[src/design/rfop_pkg.sv]
// Shared types, codes and constants for the rectangle fill/outline painter.
package rfop_pkg;

  // Default canvas side and fraction bits of the rectangle coordinates
  localparam int unsigned MAX_SIDE_DEF  = 512;
  localparam int unsigned FRAC_BITS_DEF = 8;

  // Field widths of one input and one result word
  localparam int unsigned OP_W    = 2;
  localparam int unsigned KIND_W  = 8;
  localparam int unsigned FIX_W   = 24;
  localparam int unsigned COLOR_W = 8;
  localparam int unsigned RC_W    = 9;
  localparam int unsigned CFG_W   = 10;
  localparam int unsigned IDX_W   = 2;

  // Packed input data: kind, left, top, w, h, colour, read row, read col
  localparam int unsigned IN_BITS   = KIND_W + 4 * FIX_W + COLOR_W + 2 * RC_W;
  localparam int unsigned IN_DATA_W = ((IN_BITS + 7) / 8) * 8;

  // Signed width for rectangle bounds and scaled pixel positions
  // (covers 24-bit sums and a 1024-wide canvas with 16 fraction bits)
  localparam int unsigned COORD_W = 28;

  // Opcodes
  typedef enum logic [OP_W-1:0] {
    OP_CLEAR = 2'd0,
    OP_PAINT = 2'd1,
    OP_READ  = 2'd2,
    OP_NOP   = 2'd3
  } op_e;

  // Configuration register indexes
  typedef enum logic [IDX_W-1:0] {
    REG_WIDTH  = 2'd0,
    REG_HEIGHT = 2'd1,
    REG_BG     = 2'd2,
    REG_NONE   = 2'd3
  } reg_e;

  // Rectangle kind bytes
  localparam logic [KIND_W-1:0] KIND_FILLED  = 8'h52;
  localparam logic [KIND_W-1:0] KIND_OUTLINE = 8'h72;

  // Reset values of the registers
  localparam logic [CFG_W-1:0]   WIDTH_RST = 10'd1;
  localparam logic [CFG_W-1:0]   HEIGHT_RST = 10'd1;
  localparam logic [COLOR_W-1:0] BG_RST    = 8'd32;

  // Pixel class from the classifier
  typedef enum logic [1:0] {
    CLS_OUT  = 2'd0,
    CLS_IN   = 2'd1,
    CLS_EDGE = 2'd2
  } cls_e;

  // Sequencer states
  typedef enum logic [2:0] {
    ST_IDLE   = 3'd0,
    ST_SETUP  = 3'd1,
    ST_SWEEP  = 3'd2,
    ST_READ   = 3'd3,
    ST_FINISH = 3'd4
  } state_e;

  // Rectangle bounds prepared once per paint
  typedef struct packed {
    logic signed [COORD_W-1:0] x_lo;
    logic signed [COORD_W-1:0] x_hi;
    logic signed [COORD_W-1:0] x_lo_in;
    logic signed [COORD_W-1:0] x_hi_in;
    logic signed [COORD_W-1:0] y_lo;
    logic signed [COORD_W-1:0] y_hi;
    logic signed [COORD_W-1:0] y_lo_in;
    logic signed [COORD_W-1:0] y_hi_in;
  } bounds_t;

endpackage

[src/design/rfop_classify.sv]
// Pixel classifier: places one pixel outside, inside or on the rectangle edge.
module rfop_classify #(
  parameter int unsigned SIDE_W    = 9,
  parameter int unsigned FRAC_BITS = 8
) (
  input  logic [SIDE_W-1:0]   pix_row_i,
  input  logic [SIDE_W-1:0]   pix_col_i,
  input  rfop_pkg::bounds_t   bounds_i,
  output rfop_pkg::cls_e      cls_o
);

  logic signed [rfop_pkg::COORD_W-1:0] pi;
  logic signed [rfop_pkg::COORD_W-1:0] pj;
  logic                                outside;
  logic                                edge_hit;

  // Scale the pixel position to the fixed-point grid
  assign pi = $signed(rfop_pkg::COORD_W'(pix_row_i) << FRAC_BITS);
  assign pj = $signed(rfop_pkg::COORD_W'(pix_col_i) << FRAC_BITS);

  // Closed rectangle test, then the one-unit band along the edges
  assign outside  = (pj < bounds_i.x_lo) || (pj > bounds_i.x_hi) ||
                    (pi < bounds_i.y_lo) || (pi > bounds_i.y_hi);
  assign edge_hit = (pj < bounds_i.x_lo_in) || (pj > bounds_i.x_hi_in) ||
                    (pi < bounds_i.y_lo_in) || (pi > bounds_i.y_hi_in);

  always_comb begin
    priority if (outside) begin
      cls_o = rfop_pkg::CLS_OUT;
    end else if (edge_hit) begin
      cls_o = rfop_pkg::CLS_EDGE;
    end else begin
      cls_o = rfop_pkg::CLS_IN;
    end
  end

endmodule

[config.mk]
export PLATFORM = sky130hd
export DESIGN_NAME = rfop_classify
export DESIGN_NICKNAME = d
export VERILOG_FILES = /design/src/design/rfop_pkg.sv /design/src/design/rfop_classify.sv
export SDC_FILE = /design/constraint.sdc
export NUM_CORES = 1
export LEC_CHECK = 0
export BUFFER_PORTS_ARGS = -buffer_cell sky130_fd_sc_hd__clkbuf_2
export CAP_MARGIN = 20
export CORE_AREA = 2 2 93 95
export DETAILED_ROUTE_END_ITERATION = 7
export DIE_AREA = 0 0 95 97
export PLACE_DENSITY = 0.62
export SYNTH_ARGS = -nofsm -noshare
export SYNTH_HDL_FRONTEND = slang
export SYNTH_SLANG_ARGS = --single-unit
[constraint.sdc]
create_clock -name vclk -period 3.15
set_clock_uncertainty 0.05 [all_clocks]
set_input_delay 0.63 -clock vclk [all_inputs]
set_output_delay 0.63 -clock vclk [all_outputs]
set_load 0.05 [all_outputs]
# == Word-level counts from Yosys, hierarchy flattened ==
# Index checks and enable logic that the tools add are counted.
# op_classes
order_cmp,8
mux,2
n_reduce_logical,6
# op_table
op,n
18-bit by 28-bit greater-than comparator with 1-bit output,4
18-bit by 28-bit < comparator with 1-bit output,4
1-bit logical OR,6
2-bit two-way mux,2
# totals
reg_bits,0
inputBits,242
output_inout_bits,2
wordCells,16

# == Logic depth before layout (Yosys ltp) ==
# depth
word_depth,6
ltp_mapped,8
depth_no_buf,8

# == Least setup slack after synthesis ==
# Ideal clock, no wire load.
# synth_path
kind,input port to output port
from,input bounds_i[65] (netlist name)
to,output cls_o[1]
arrival_ns,2.668
t_required_ns,2.470
setup_slack_ns,-0.198
stages,8
path_buffers,0
path_cell_list,inv_1 ha_1 or4b_1 nor4_1 a31oi_1 a32oi_1 o211ai_1 nor2b_1
# synth_between
elab_chain_cells,3
# synth_lines
item,line,source
"start, declared",rfop_classify.sv:8,"input rfop_pkg::bounds_t bounds_i,"
18-bit by 28-bit greater-than comparator with 1-bit output,rfop_classify.sv:23,(pi < bounds_i.y_lo) || (pi > bounds_i.y_hi);
1-bit logical OR,rfop_classify.sv:23,
2-bit two-way mux,rfop_classify.sv:28,priority if (outside) begin
"end, declared",rfop_classify.sv:9,output rfop_pkg::cls_e cls_o
# No other way between the ends.

# == Worst setup path in the final report ==
# layout_path
from,input bounds_i[95] (netlist name)
to,output cls_o[1]
# layout_between
elab_chain_cells,4
# layout_lines
item,line,source
18-bit by 28-bit < comparator with 1-bit output,rfop_classify.sv:23,
1-bit logical OR,rfop_classify.sv:22,assign outside = (pj < bounds_i.x_lo) || (pj > bounds_i.x_hi) ||
1-bit logical OR,rfop_classify.sv:23,
2-bit two-way mux,rfop_classify.sv:28,
# No other way between the ends.

==> results.py <==
metrics = {
    "run_status": {
        "status": "finished with violations",
        "violations": "setup timing",
    },
    "route": {
        "wirelength_mm": 9.18,
        "first_iter_violations": 68,
        "drt_first_pass_iters": 4,
        "routedWlPerCell_um": 13.8,
        "viasPerCell": 4.81,
        "num_vias": 3211,
        "drtAntennaViolNets": 0,
        "drcViolationCount": 0,
    },
    "logic_synthesis": {
        "synthTopCellsByArea": "ha_1 42%, inv_1 13%, nor4_1 6.4%",
        "synth.top_cell.area_share_pct": 41.6,
        "yosysWarnings": 0,
        "synth_top_cell_by_area": "ha_1",
        "netlist_area_um2": 2170,
        "post_synth.cell_area_avg_um2": 7.01,
        "synth_fp_nets": 623,
        "synth_seq_area_share_pct": 0,
        "synthCells": 309,
        "synth_cell_types": 31,
    },
    "sta": {
        "fmax_mhz": 302,
        "maxSlewHeadroom_pct": 69.8,
        "worstMarginPinSlew_ns": 0.451,
        "hold_viol": 0,
        "finalMaxSlewViolations": 0,
        "final.setup.worst_slack_ns": -0.166,
        "setup-violations-final": 2,
        "rsz0062_at_grt": "true",
        "fin_crit_sh_pct": 105,
        "min_period_ns": 3.32,
    },
    "final_layout": {
        "final_cell_area_um2": 3730,
        "drive_above_1_share_pct": 47.5,
        "seq_cell_count": 0,
        "layout.nets": 878,
        "areaGrowthSynthToFinish_pct": 72.0,
        "final_util_pct": 45.8,
        "num_antenna_cells": 0,
        "clkbuf_count": 0,
        "seqCellArea_um2": 0,
    },
    "setup_path": {
        "crit_path_top_delay_cell": "or4b_4",
        "criticalPathCategory": "in -> out",
        "endpoint_kind": "output port",
        "startpoint": "bounds_i[95]",
        "max_stage_delay_ns": 0.47,
        "crit_required_ns": 2.47,
        "critPathArrivalTime_ns": 2.64,
        "startpoint_type": "primary input",
        "path_cells": "buf_6 -> inv_4 -> ha_4 -> or4b_4 -> nor3_4 -> o311ai_2 -> a32oi_1 -> o211ai_1 -> nor2b_2 -> buf_12",
        "crit_fanout": 2,
    },
    "placement": {
        "dp_slack_ns": -0.252,
        "gp_congestion": 0.875,
        "placed_cell_area_um2": 3620,
        "dp_hpwl_mm": 8.58,
        "io_buffers": 244,
    },
    "power": {
        "p_leak_nw": 2.34,
        "ir_drop_uv": 38.4,
        "power_density_nw_per_um2": 110,
        "finalPower_mw": 0.408,
    },
    "global_route": {
        "met2_usage_pct": 35.1,
        "grt_max_degree": 5,
        "antenna_found_initial": 0,
        "met3_usage_pct": 0.623,
        "globalRouteMet1Util_pct": 24.8,
        "grt_pass1_vias": 3202,
        "grt_pass1_wl_mm": 14.3,
        "grt_usage_pct": 18.9,
        "busiest_layer": "met2",
        "grt_overflow_total": 0,
    },
    "floorplanning": {
        "io_pins": 244,
        "core_um2": 8130,
        "die_w_um": 95,
        "die_y_um": 97,
        "rows": 33,
        "fp.dieArea_um2": 9220,
        "start_util_pct": 26.6,
    },
    "hold_path": {
        "hold_depth": 5,
        "hold_class": "in -> out",
        "hp-start": "bounds_i[195]",
    },
    "cts": {
        "holdBufCountCts": 0,
        "postCtsSetupRepairBufs": 0,
    },
    "job": {
        "max_cap_violations": 0,
    },
}
[Yosys cell counts (all sizes together), types with 3 or more instances]
| cell | instances |
|---|---|
| or4 | 3 |
| a211o | 7 |
| or4b | 3 |
| ha | 72 |
| a211oi | 5 |
| nand3 | 10 |
| nand2 | 14 |
| and3 | 3 |
| o211ai | 5 |
| a31oi | 11 |
| and4b | 3 |
| inv | 75 |
| nor3 | 5 |
| a21oi | 22 |
| nor2 | 18 |
| nor4b | 5 |
| o21ai | 10 |
| nor4 | 22 |
[path summary, 6_finish.rpt]
check	endpoint	slack [ns]
max	cls_o[1]	-0.17
min	cls_o[0]	1.76
[critical path, delay by kind of cell]
| family | cells | cell delay (ns) |
|---|---|---|
| fa+ha+maj | 1 | 0.24 |
| buf+inv | 3 | 0.26 |
| compound gates | 3 | 0.67 |
| simple gates | 3 | 0.82 |
[what timing repair did]
| action | 4_1_cts | 5_1_grt |
|---|---|---|
| resized for setup | 6 | 15 |
| endpoints found under the setup margin | 2 | 2 |
| cloned | 0 | 0 |
| pin swaps | 4 | 6 |
[cell families (layout without fill, tap and decap cells)]
kind of cell,Yosys count,after routing,synth area share (%)
adder cells (fa/ha/maj),72,72,41.6
AO/OA/AOI/OAI,70,70,21.3
AND/OR/NAND/NOR,92,92,24.1
buffers and inverters,75,328,13.0
[final cells by class]
class	instances	area, um^2
fillers	851	4410
multi-input cells	234	1970
well taps	105	131
repair buffers	253	1340
inverters	75	284
[routing by layer]
layer | wire length, um | part of all wire [%]
met1 | 3860 | 42
met5 | 0 | 0
met3 | 458 | 5.0
met2 | 4770 | 52
met4 | 98 | 1.1
[where the power goes]
part	internal [mW]	switching, mW
Clock	0	0
Sequential	0	0
Combinational	0.225	0.183
Total	0.225	0.183
[per-stage QoR]
stage | std cells | hold WS, ns | setup TNS, ns
after floorplan | 309 | 1.49 | 0
after global placement | 667 | 1.76 | -0.341
after detailed placement | 667 | 1.75 | -0.483
after CTS | 667 | 1.77 | -0.439
after global routing | 667 | 1.78 | -0.359
final | 667 | 1.76 | -0.309
[layout by cell type (no fill, tap or decap), drive strengths merged]
| cell type | n |
|---|---|
| clkbuf | 240 |
| inv | 75 |
| ha | 72 |
| a21oi | 22 |
| nor4 | 22 |
| nor2 | 18 |
| nand2 | 14 |
| buf | 13 |
| a31oi | 11 |
| o21ai | 10 |
| nand3 | 10 |
| a211o | 7 |
| a211oi | 5 |
| nor4b | 5 |
| o211ai | 5 |
| nor3 | 5 |
| and3 | 3 |
| or4 | 3 |
| and4b | 3 |
| or4b | 3 |
| a2111o | 2 |
| and4 | 2 |
| nand4 | 2 |
| a2111oi | 1 |
| o2111a | 1 |
| o31ai | 1 |
| nand4b | 1 |
| o311ai | 1 |
| o221a | 1 |
| a21o | 1 |
| a32oi | 1 |
| a221o | 1 |
| nor2b | 1 |
Note: power is estimated with default switching activity, not from simulation.
